==> config.mk <==
export PLATFORM = sky130hd
export DESIGN_NAME = paced_serial_acia
export DESIGN_NICKNAME = d
export VERILOG_FILES = /design/src/rtl/core/psacia_pkg.sv /design/src/rtl/core/psacia_in_reg.sv /design/src/rtl/core/psacia_core.sv /design/src/rtl/core/psacia_out_reg.sv /design/src/rtl/core/paced_serial_acia.sv
export SDC_FILE = /design/constraint.sdc
export NUM_CORES = 1
export LEC_CHECK = 0
export BUFFER_PORTS_ARGS = -buffer_cell sky130_fd_sc_hd__buf_4
export CORE_ASPECT_RATIO = 1.2
export CORE_MARGIN = 3
export CORE_UTILIZATION = 60
export CTS_BUF_LIST = sky130_fd_sc_hd__clkbuf_8
export CTS_CLUSTER_DIAMETER = 60
export DETAILED_ROUTE_END_ITERATION = 12
export PLACE_DENSITY_LB_ADDON = 0.1
export SYNTH_ARGS = -nofsm -noshare
export SYNTH_HDL_FRONTEND = slang
export SYNTH_HIERARCHICAL = 1
export SYNTH_SLANG_ARGS = --single-unit
==> constraint.sdc <==
create_clock -name clk -period 6.3 [get_ports clk]
set_input_delay 0.63 -clock clk [delete_from_list [all_inputs] [get_ports clk]]
set_output_delay 0.63 -clock clk [all_outputs]
set_load 0.1 [all_outputs]
==> src/rtl/core/psacia_pkg.sv <==
`default_nettype none
// ----------------------------------------------------------------------------
// psacia_pkg: shared types and constants
// transaction types, opcodes, register selects, status bits and byte times
// ----------------------------------------------------------------------------
package psacia_pkg;

	localparam int unsigned CLOCK_HZ = 895000;
	localparam int unsigned BIT_TIMES_PER_BYTE = 10;
	localparam int unsigned TIME_W = 20;
	localparam logic [TIME_W-1:0] TIME_MAX = 20'hFFFFF;

	localparam logic [1:0] OP_READ  = 2'd0;
	localparam logic [1:0] OP_WRITE = 2'd1;
	localparam logic [1:0] OP_TICK  = 2'd2;
	localparam logic [1:0] OP_NOP   = 2'd3;

	localparam logic [1:0] SEL_DATA    = 2'd0;
	localparam logic [1:0] SEL_STATUS  = 2'd1;
	localparam logic [1:0] SEL_COMMAND = 2'd2;
	localparam logic [1:0] SEL_CONTROL = 2'd3;

	localparam int unsigned STAT_IRQ     = 7;
	localparam int unsigned STAT_TXEMPTY = 4;
	localparam int unsigned STAT_RXFULL  = 3;
	localparam int unsigned STAT_OVERRUN = 2;

	localparam int unsigned CMD_ECHO     = 4;
	localparam int unsigned CMD_RXIRQ_N  = 1;
	localparam logic [1:0]  CMD_TXIRQ_EN = 2'b01;
	localparam logic [7:0]  CMD_KEEP_MASK = 8'hE0;

	typedef struct packed {
		logic [1:0]  opcode;
		logic [1:0]  reg_select;
		logic [7:0]  write_value;
		logic [11:0] tick_cycles;
		logic        rx_available;
		logic [7:0]  rx_byte;
	} item_t;

	typedef struct packed {
		logic [7:0] read_data;
		logic       tx_valid;
		logic [7:0] tx_byte;
		logic       rx_taken;
		logic       irq;
	} result_t;

	function automatic logic [TIME_W-1:0] sat_time(input longint unsigned t);
		logic [TIME_W-1:0] r;
		if (t > longint'(TIME_MAX)) begin
			r = TIME_MAX;
		end else if (t < 1) begin
			r = 20'd1;
		end else begin
			r = t[TIME_W-1:0];
		end
		return r;
	endfunction

	localparam longint unsigned BYTE_CLKS = longint'(CLOCK_HZ) * BIT_TIMES_PER_BYTE;

	localparam logic [TIME_W-1:0] BYTE_TIME [16] = '{
		20'd1,
		sat_time(BYTE_CLKS / 50),   sat_time(BYTE_CLKS / 75),
		sat_time(BYTE_CLKS / 110),  sat_time(BYTE_CLKS / 134),
		sat_time(BYTE_CLKS / 150),  sat_time(BYTE_CLKS / 300),
		sat_time(BYTE_CLKS / 600),  sat_time(BYTE_CLKS / 1200),
		sat_time(BYTE_CLKS / 1800), sat_time(BYTE_CLKS / 2400),
		sat_time(BYTE_CLKS / 3600), sat_time(BYTE_CLKS / 4800),
		sat_time(BYTE_CLKS / 7200), sat_time(BYTE_CLKS / 9600),
		sat_time(BYTE_CLKS / 19200)
	};

endpackage
`default_nettype wire

==> src/rtl/core/psacia_in_reg.sv <==
`default_nettype none
// ----------------------------------------------------------------------------
// psacia_in_reg: input register
// holds one incoming transaction until the core consumes it
// ----------------------------------------------------------------------------
module psacia_in_reg
	import psacia_pkg::*;
(
	input  wire logic  clk,
	input  wire logic  arst_n,
	input  wire logic  item_valid,
	output logic       item_stall,
	input  wire item_t item,
	input  wire logic  advance,
	output logic       valid_s1,
	output item_t      item_s1
);

	assign item_stall = valid_s1 && !advance;

	always_ff @(posedge clk or negedge arst_n) begin
		if (!arst_n) begin
			valid_s1 <= 1'b0;
		end else if (!item_stall) begin
			valid_s1 <= item_valid;
		end
	end

	always_ff @(posedge clk) begin
		if (item_valid && !item_stall) begin
			item_s1 <= item;
		end
	end

endmodule
`default_nettype wire

==> src/rtl/core/psacia_core.sv <==
`default_nettype none
// ----------------------------------------------------------------------------
// psacia_core: register file and pacing state
// bus register access, transmit/receive pacers, echo, overrun and interrupt
// ----------------------------------------------------------------------------
module psacia_core
	import psacia_pkg::*;
(
	input  wire logic  clk,
	input  wire logic  arst_n,
	input  wire logic  fire,
	input  wire item_t item_s1,
	output result_t    res
);

	logic [7:0]        command_q, control_q, rx_data_q, held_byte_q;
	logic              tx_empty_q, rx_full_q, overrun_q, irq_q, tx_active_q, held_valid_q;
	logic [TIME_W-1:0] tx_rem_q, rx_rem_q;

	logic [7:0]        command_n, control_n, rx_data_n, held_byte_n;
	logic              tx_empty_n, rx_full_n, overrun_n, irq_n, tx_active_n, held_valid_n;
	logic [TIME_W-1:0] tx_rem_n, rx_rem_n;

	logic [TIME_W-1:0] cyc, bt, tx_dn, rx_dn;
	logic [7:0]        rd, txb;
	logic              txv, taken;

	assign cyc   = {{(TIME_W-12){1'b0}}, item_s1.tick_cycles};
	assign bt    = BYTE_TIME[control_q[3:0]];
	assign tx_dn = (tx_rem_q > cyc) ? tx_rem_q - cyc : '0;
	assign rx_dn = (rx_rem_q > cyc) ? rx_rem_q - cyc : '0;

	always_comb begin
		command_n    = command_q;
		control_n    = control_q;
		rx_data_n    = rx_data_q;
		held_byte_n  = held_byte_q;
		tx_empty_n   = tx_empty_q;
		rx_full_n    = rx_full_q;
		overrun_n    = overrun_q;
		irq_n        = irq_q;
		tx_active_n  = tx_active_q;
		held_valid_n = held_valid_q;
		tx_rem_n     = tx_rem_q;
		rx_rem_n     = rx_rem_q;
		rd           = '0;
		txv          = 1'b0;
		txb          = '0;
		taken        = 1'b0;
		unique case (item_s1.opcode)
			OP_READ: begin
				unique case (item_s1.reg_select)
					SEL_DATA: begin
						rx_full_n = 1'b0;
						overrun_n = 1'b0;
						rd        = rx_data_q;
					end
					SEL_STATUS: begin
						rd[STAT_IRQ]     = irq_q;
						rd[STAT_TXEMPTY] = tx_empty_q;
						rd[STAT_RXFULL]  = rx_full_q;
						rd[STAT_OVERRUN] = overrun_q;
						irq_n            = 1'b0;
					end
					SEL_COMMAND: rd = command_q;
					SEL_CONTROL: rd = control_q;
				endcase
			end
			OP_WRITE: begin
				unique case (item_s1.reg_select)
					SEL_DATA: begin
						if (!tx_active_q) begin
							tx_active_n = 1'b1;
							tx_rem_n    = bt;
							tx_empty_n  = 1'b0;
							txv         = 1'b1;
							txb         = item_s1.write_value;
						end else begin
							held_valid_n = 1'b1;
							held_byte_n  = item_s1.write_value;
						end
					end
					SEL_STATUS: begin
						overrun_n  = 1'b0;
						rx_full_n  = 1'b0;
						tx_empty_n = 1'b1;
						irq_n      = 1'b0;
						command_n  = command_q & CMD_KEEP_MASK;
					end
					SEL_COMMAND: command_n = item_s1.write_value;
					SEL_CONTROL: control_n = item_s1.write_value;
				endcase
			end
			OP_TICK: begin
				if (tx_active_q) begin
					tx_rem_n = tx_dn;
					if (tx_dn == '0) begin
						tx_active_n = 1'b0;
						tx_empty_n  = 1'b1;
						if (command_q[3:2] == CMD_TXIRQ_EN) begin
							irq_n = 1'b1;
						end
						if (held_valid_q) begin
							held_valid_n = 1'b0;
							tx_active_n  = 1'b1;
							tx_rem_n     = bt;
							tx_empty_n   = 1'b0;
							txv          = 1'b1;
							txb          = held_byte_q;
						end
					end
				end
				rx_rem_n = rx_dn;
				if (rx_dn == '0 && item_s1.rx_available) begin
					taken    = 1'b1;
					rx_rem_n = bt;
					if (!rx_full_q) begin
						rx_data_n = item_s1.rx_byte;
						rx_full_n = 1'b1;
						if (!command_q[CMD_RXIRQ_N]) begin
							irq_n = 1'b1;
						end
						if (command_q[CMD_ECHO]) begin
							if (!tx_active_n) begin
								tx_active_n = 1'b1;
								tx_rem_n    = bt;
								tx_empty_n  = 1'b0;
								txv         = 1'b1;
								txb         = item_s1.rx_byte;
							end else begin
								held_valid_n = 1'b1;
								held_byte_n  = item_s1.rx_byte;
							end
						end
					end else begin
						overrun_n = 1'b1;
					end
				end
			end
			OP_NOP: ;
		endcase
	end

	always_comb begin
		res.read_data = rd;
		res.tx_valid  = txv;
		res.tx_byte   = txb;
		res.rx_taken  = taken;
		res.irq       = irq_n;
	end

	always_ff @(posedge clk or negedge arst_n) begin
		if (!arst_n) begin
			command_q    <= '0;
			control_q    <= '0;
			rx_data_q    <= '0;
			held_byte_q  <= '0;
			tx_empty_q   <= 1'b1;
			rx_full_q    <= 1'b0;
			overrun_q    <= 1'b0;
			irq_q        <= 1'b0;
			tx_active_q  <= 1'b0;
			held_valid_q <= 1'b0;
			tx_rem_q     <= 20'd1;
			rx_rem_q     <= 20'd1;
		end else if (fire) begin
			command_q    <= command_n;
			control_q    <= control_n;
			rx_data_q    <= rx_data_n;
			held_byte_q  <= held_byte_n;
			tx_empty_q   <= tx_empty_n;
			rx_full_q    <= rx_full_n;
			overrun_q    <= overrun_n;
			irq_q        <= irq_n;
			tx_active_q  <= tx_active_n;
			held_valid_q <= held_valid_n;
			tx_rem_q     <= tx_rem_n;
			rx_rem_q     <= rx_rem_n;
		end
	end

endmodule
`default_nettype wire

==> src/rtl/core/psacia_out_reg.sv <==
`default_nettype none
// ----------------------------------------------------------------------------
// psacia_out_reg: result register
// holds one finished result until the receiving side takes it
// ----------------------------------------------------------------------------
module psacia_out_reg
	import psacia_pkg::*;
(
	input  wire logic    clk,
	input  wire logic    arst_n,
	input  wire logic    load,
	input  wire result_t res,
	output logic         free,
	output logic         result_valid,
	input  wire logic    result_stall,
	output result_t      result
);

	assign free = !result_valid || !result_stall;

	always_ff @(posedge clk or negedge arst_n) begin
		if (!arst_n) begin
			result_valid <= 1'b0;
		end else if (load) begin
			result_valid <= 1'b1;
		end else if (!result_stall) begin
			result_valid <= 1'b0;
		end
	end

	always_ff @(posedge clk) begin
		if (load) begin
			result <= res;
		end
	end

endmodule
`default_nettype wire

==> src/rtl/core/paced_serial_acia.sv <==
`default_nettype none
// ----------------------------------------------------------------------------
// paced_serial_acia: serial ACIA with paced transmit and receive
// bus reads, bus writes and time ticks in, one result per transaction out
// ----------------------------------------------------------------------------
// One transaction is accepted per clock while not stalled, giving exactly one
// result. It sits in the input register, then passes through the register and
// pacer update logic into the result register. Throughput is one transaction
// per clock while result_stall is low; the register state written by one
// transaction is seen by the very next one, so ticks and bus accesses may be
// issued back to back. Byte times come from a constant table indexed by
// control bits 3..0 and are held in 20-bit pacing counters.
module paced_serial_acia
	import psacia_pkg::*;
(
	input  wire logic  clk,
	input  wire logic  arst_n,
	input  wire logic  item_valid,
	output logic       item_stall,
	input  wire item_t item,
	output logic       result_valid,
	input  wire logic  result_stall,
	output result_t    result
);

	logic    valid_s1, free, fire;
	item_t   item_s1;
	result_t res;

	assign fire = valid_s1 && free;

	psacia_in_reg u_in_reg (
		.clk        (clk),
		.arst_n     (arst_n),
		.item_valid (item_valid),
		.item_stall (item_stall),
		.item       (item),
		.advance    (free),
		.valid_s1   (valid_s1),
		.item_s1    (item_s1)
	);

	psacia_core u_core (
		.clk     (clk),
		.arst_n  (arst_n),
		.fire    (fire),
		.item_s1 (item_s1),
		.res     (res)
	);

	psacia_out_reg u_out_reg (
		.clk          (clk),
		.arst_n       (arst_n),
		.load         (fire),
		.res          (res),
		.free         (free),
		.result_valid (result_valid),
		.result_stall (result_stall),
		.result       (result)
	);

endmodule
`default_nettype wire

Word level (Yosys, flattened, before mapping)
Memories as Yosys holds them, arrays and structs flattened.
Cells that the tools add are included.
Word-level totals
  register bits after elaboration: 132
  bits in read-only memories: 320
  input port bits: 37
  output and inout port bits: 21
  logic and storage cells: 175
  memories: 1
Memories
  (name not given): depth 16, width 20, rd ports 1, clocked after memory_dff 0, wr ports 0, RTL line psacia_core.sv:29  | assign bt = BYTE_TIME[control_q[3:0]];
Cells by class
  add/sub/neg operators: 2
  order comparisons: 3
  equality and inequality tests: 19
  mux-type cells: 92
  bitwise operators: 3
  reductions and logical operators: 29
Operators by type and width (number)
  2-to-1 mux 20 bit: 14
  2-to-1 mux 8 bit: 15
  one-hot mux 8 bit (2 select lines): 3
  2-to-1 mux 1 bit: 47
  greater-than comparator 20 x 12 -> 1 bit: 2
  zero test 20 bit: 2
  one-hot mux 20 bit (2 select lines): 1
  subtractor 20 x 12 -> 20 bit: 2
  AND reduction 4 bit: 5
  != test 2 x 1 -> 1 bit, second input constant: 7
  one-hot mux 1 bit (2 select lines): 6
  one-hot mux 2 bit (3 select lines): 2
  one-hot mux 3 bit (4 select lines): 1
  AND reduction 3 bit: 3
  != test 2 bit, second input constant: 4
  AND reduction 8 bit: 1
  == test 2 x 1 -> 1 bit, second input constant: 3
  == test 2 bit, second input constant: 3
  one-hot mux 1 bit (3 select lines): 2
  AND reduction 6 bit: 1
  >= comparator 5 bit, second input constant: 1
  inverter 4 -> 5 bit: 1
  AND reduction 5 bit: 1
  logical AND 1 bit: 4
  other kinds (11): 17

Logic depth before layout (Yosys ltp)
  word-level depth: 12
  gate-level depth with buffers: 16
  depth with buffers taken out: 14

Modules after synthesis
The synthesis kept the hierarchy.
Modules (own cells, without submodules)
  psacia_core: times used 1, cells an instance 790, area each 6602.6 um2, seq. area each 1955.6 um2
  psacia_in_reg: times used 1, cells an instance 38, area each 1048.5 um2, seq. area each 1016.0 um2
  psacia_out_reg: times used 1, cells an instance 22, area each 606.8 um2, seq. area each 595.6 um2
  paced_serial_acia: times used 1, cells an instance 1, area each 6.3 um2, seq. area each 0.0 um2

Worst setup path before layout
Ideal clock, no wire load.
  path kind: register -> register
  from: register u_core.rx_rem_q[0]
  to: register u_core.held_byte_q[0]
  setup time: 0.125 ns
  arrival time: 3.895 ns
  data required time: 6.175 ns
  setup slack: 2.280 ns
  cell stages (with the launch flop): 15
  path buffers: 0
  period minus slack after synthesis: 4.020 ns
  cell sequence: dfstp_2 -> inv_1 -> ha_1 -> inv_1 -> fa_1 -> a21o_1 -> a221oi_1 -> o311ai_2 -> a221oi_1 -> xor2_1 -> a2111oi_2 -> a31oi_2 -> a2111oi_0 -> o21ai_2 -> mux2_2
Between the ends
  longest elaborated chain between the ends: 6
  elaborated cells on any way between the ends: 7
  classes of those cells: add/sub (1); order compare (1); eq/ne (1); mux (1); reduce/logical (3)
RTL lines
  start: declaration: RTL line psacia_core.sv:18  | logic [TIME_W-1:0] tx_rem_q, rx_rem_q;
  start signal: assignment: RTL line psacia_core.sv:178  | rx_rem_q <= rx_rem_n;
  subtractor 20 x 12 -> 20 bit / greater-than comparator 20 x 12 -> 1 bit (equally long branches): RTL line psacia_core.sv:31  | assign rx_dn = (rx_rem_q > cyc) ? rx_rem_q - cyc : '0;
  2-to-1 mux 20 bit (*): RTL line psacia_core.sv:31
  zero test 20 bit (*): RTL line psacia_core.sv:114  | if (rx_dn == '0 && item_s1.rx_available) begin
  logical AND 1 bit (*): RTL line psacia_core.sv:114
  != test 2 x 1 -> 1 bit (no line) (*)
  AND reduction 8 bit (no line) (*)
  end signal: assignment: RTL line psacia_core.sv:170  | held_byte_q <= held_byte_n;
  end: declaration: RTL line psacia_core.sv:16  | logic [7:0] command_q, control_q, rx_data_q, held_byte_q;
Every way passes the cells marked *; elsewhere a longest branch is shown, timed or not.
A chain may end at the register's enable or synchronous reset.

Worst setup path in the final report
  from: register, netlist name u_in_reg/item_s1[17]
  to: register u_core.tx_rem_q[12]
Between the ends
  longest elaborated chain between the ends: 11
  elaborated cells on any way between the ends: 20
  classes of those cells: add/sub (2); order compare (2); mux (13); reduce/logical (3)
RTL lines
  subtractor 20 x 12 -> 20 bit / greater-than comparator 20 x 12 -> 1 bit (equally long branches): RTL line psacia_core.sv:30  | assign tx_dn = (tx_rem_q > cyc) ? tx_rem_q - cyc : '0;
  2-to-1 mux 20 bit: RTL line psacia_core.sv:30
  zero test 20 bit: RTL line psacia_core.sv:97  | if (tx_dn == '0) begin
  2-to-1 mux 1 bit: RTL line psacia_core.sv:97
  2-to-1 mux 1 bit: RTL line psacia_core.sv:95  | if (tx_active_q) begin
  2-to-1 mux 1 bit: RTL line psacia_core.sv:50  | unique case (item_s1.opcode)
  2-to-1 mux 20 bit: RTL line psacia_core.sv:124  | if (!tx_active_n) begin
  2-to-1 mux 20 bit: RTL line psacia_core.sv:123  | if (command_q[CMD_ECHO]) begin
  2-to-1 mux 20 bit: RTL line psacia_core.sv:117  | if (!rx_full_q) begin
  2-to-1 mux 20 bit (*): RTL line psacia_core.sv:114
  one-hot mux 20 bit (2 select lines) (*): RTL line psacia_core.sv:50
  end signal: assignment: RTL line psacia_core.sv:177  | tx_rem_q <= tx_rem_n;
  end: declaration: RTL line psacia_core.sv:18
Every way passes the cells marked *; elsewhere a longest branch is shown, timed or not. The select of a mux whose other input is x is not followed.

==> summary.txt <==
Drt
  • DRT iter0 DRCs: 635
  • Drt pass-1 iters: 5
  • Post-route ant nets: 0
  • Post-DR vias/cell: 6.67
  • Total number of vias: 7101
  • DRC: 0
  • Wire length per cell: 21.3 µm
  • DRT Wirelength: 22.6 mm

Global routing
  • Vias in the first global route: 7046
  • Grt ovf: 0
  • Largest net degree at the start of global routing: 59
  • Total Routing Usage GR: 0.298
  • Initial antenna violation count: 0
  • First-pass GRT wire length: 36.0 mm

Power
  • Leakage: 3.84 nW
  • Total Power: 4.15 mW
  • Worst vdd ir: 234 µV
  • Cell Pwr Density: 456 nW/µm²

Setup path
  • CP Data Required Time: 6620 ps
  • Crit path buf inv count: 1
  • Setup crit end kind: flip-flop
  • CP max stage delay: between 1000 and 1500 ps
  • Top fanout value on the critical path: 22
  • WS Path Type: flip-flop to flip-flop
  • Cells along the critical path: inv_1, ha_1, nand2_1, o21ai_0, mux2_2, nor4_1, nand4_1, or4b_4, o311a_4, o41ai_4, a21oi_1, a221o_1
  • Crit start category: flip-flop
  • Critical path arrival: 5340 ps
  • Largest delay contributor family on the critical path: compound AO/OA/AOI/OAI gates
  • CP max-delay cell: o41ai_4

Clocking
  • Skew-Pair Late Insertion Delay: 440 ps
  • Resized Gates After CTS: 0
  • Sink Count: 132
  • Clock transition at path regs: 90 ps
  • CTS max path bufs: 2
  • CTS Buf Count: 17
  • CTS root buffer: clkbuf_8
  • TritonCTS clock tree: done
  • # H-tree levels: 4
  • Post-CTS Setup Bufs: 0
  • # hold bufs at CTS: 0

Synthesis
  • Post-synth EDFFs: 52
  • Post-synth ARST share: 0.606
  • Most common flop cell mapped by yosys: dfrtp_1
  • Post-synth net total: 928
  • Sequential area share after synthesis: 0.432
  • Synth Warn #: 6
  • Synth Instances: around 850
  • #FFs+latches synth: 132
  • Synth Area per Inst: 9.71 µm²
  • Yosys cell types: 81
  • Synthesized cell area: between 8000 and 9000 µm²

Finish
  • Number of antenna diodes: 0
  • Nets: 960
  • P&R area growth vs syn: 10.2%
  • Most common cell after layout, fill and taps aside: nand2_1
  • Most frequent cells in the layout: 93 x nand2_1, 77 x dfrtp_1, 63 x buf_4, 63 x o21ai_0
  • Share of cells above drive strength 1: 0.167
  • Fill cells: between 1000 and 1500

STA
  • Worst rel slew slack: 0.167
  • Final worst slack: approximately 1300 ps
  • Final Skew: 11.1 ps
  • RSZ-0062 raised after global routing: no
  • Hold Slack: between 80 and 90 ps
  • Endpoints failing hold: 0
  • Fin crit period: 5020 ps
  • Max Freq: 199 MHz
  • Setup TNS: 0 ps
  • Final setup fails: 0
  • Measured slew at the worst slew-check pin: 1240 ps
  • Final Cycle Share: 0.797
  • Max Slew Vio Count: 0

Place
  • I/O Buffers: 57
  • Final Wtd Congestion: 0.942
  • Pre-CTS WS: between 1000 and 1500 ps
  • Post-DP HPWL: 16.4 mm

Floorplanning
  • Ports: 58
  • Height of the die: 135 µm
  • Row cnt: between 40 and 50
  • Core area: ~13000 µm²
  • Initial Utilization: 0.619
  • Die area: 15200 µm²
  • DIE WIDTH: 113 µm

Min path
  • Worst min-delay path category: input pin to async pin

Job
  • Max_cap viols: 0

Run status
  • Outcome: complete, no violations
metrics by stage:
stage | area, µm² | utilization | std cells
6_report | 9110 | 0.682 | 1064
3_5_place_dp | 8720 | 0.653 | 1032
4_1_cts | 9110 | 0.682 | 1064
3_3_place_gp | 8720 | 0.653 | 1032
5_1_grt | 9110 | 0.682 | 1064
2_1_floorplan | 8260 | - | 851
cells in the mapped netlist (4+ instances only):
cell	n	area, µm²
nand2_1	93	349
dfrtp_1	77	1930
o21ai_0	64	320
edfxtp_1	52	1560
nor2_1	52	195
a21oi_1	48	240
inv_1	41	154
clkbuf_1	38	143
ha_1	38	475
mux2_2	36	405
nor3_1	28	140
nand3_1	20	100
a221o_1	18	180
a22oi_1	17	128
xor2_1	13	114
nand2b_1	11	68.8
nand4_1	10	62.6
a211oi_1	9	67.6
nor4_1	9	56.3
a222oi_1	8	80.1
nor2b_1	8	50.1
xnor2_1	8	70.1
a21o_1	7	52.6
and3_1	7	43.8
o31ai_1	7	52.6
or3_1	7	43.8
a21boi_0	6	45.0
a31oi_1	6	37.5
and2_1	6	37.5
mux2i_1	6	60.1
buf_2	5	25.0
o211a_1	5	50.1
o211ai_1	5	37.5
a211o_1	4	35.0
a221oi_1	4	35.0
nand3b_1	4	30.0
nand4b_1	4	35.0
nor4b_1	4	35.0
o221ai_1	4	35.0
metal layers:
layer,GRT usage,share of wire,vias up
li1,-,-,3271
met1,0.353,0.39,3450
met2,0.511,0.50,297
met3,0.0560,0.055,83
met4,0.163,0.053,0
met5,0,0,-
cells by family (layout without fill, tap and decap cells):
logic type / Yosys count / in the layout / share of synthesized area
compound gates: 250 / 250 / 0.215
xor+xnor: 21 / 21 / 0.0223
fa+ha+maj: 40 / 40 / 0.0624
buf+inv: 92 / 137 / 0.0466
flops: 132 / 132 / 0.432
mux: 42 / 42 / 0.0563
simple gates: 274 / 274 / 0.165
report_power, final:
part / total [mW] / internal [mW] / switching, mW / leakage [nW]
logic: 2.08 / 0.795 / 1.29 / 2.13
registers: 1.37 / 1.13 / 0.247 / 1.52
clock network: 0.700 / 0.334 / 0.366 / 0.196
registers in the layout, summed over array words and instances (netlist names):
| signal | flops |
|---|---|
| u_core/command_q | 8 |
| u_core/control_q | 8 |
| u_core/held_byte_q | 8 |
| u_core/held_valid_q | 1 |
| u_core/irq_q | 1 |
| u_core/overrun_q | 1 |
| u_core/rx_data_q | 8 |
| u_core/rx_full_q | 1 |
| u_core/rx_rem_q | 20 |
| u_core/tx_active_q | 1 |
| u_core/tx_empty_q | 1 |
| u_core/tx_rem_q | 20 |
| u_in_reg/item_s1 | 33 |
| u_in_reg/valid_s1 | 1 |
| u_out_reg/result | 19 |
| u_out_reg/result_valid | 1 |
final timing paths:
check                                startpoint               endpoint  slack [ps]  depth (start not counted)
max in group asynchronous                arst_n  u_core/held_byte_q[6]        5140                          2
hold / removal                           arst_n    u_core/rx_rem_q[18]          80                          1
hold reg to reg              u_core/rx_rem_q[0]     u_core/rx_rem_q[0]         490                          2
setup / recovery           u_in_reg/item_s1[17]    u_core/tx_rem_q[12]        1280                         12
min in group clk                       item[20]   u_in_reg/item_s1[20]         360                          1
setup reg to reg           u_in_reg/item_s1[17]    u_core/tx_rem_q[12]        1280                         12
cell type report:
type / instances / area [µm²] / share of cell area
tap: 168 / 210 / 0.0231
sequential: 132 / 3570 / 0.392
timing repair buffer: 63 / 473 / 0.0519
clock buffer: 18 / 248 / 0.0272
clock inverter: 14 / 141 / 0.0155
multi-input combinational: 627 / 4310 / 0.473
inverter: 42 / 158 / 0.0173
Note: power is estimated with default switching activity, not from simulation.
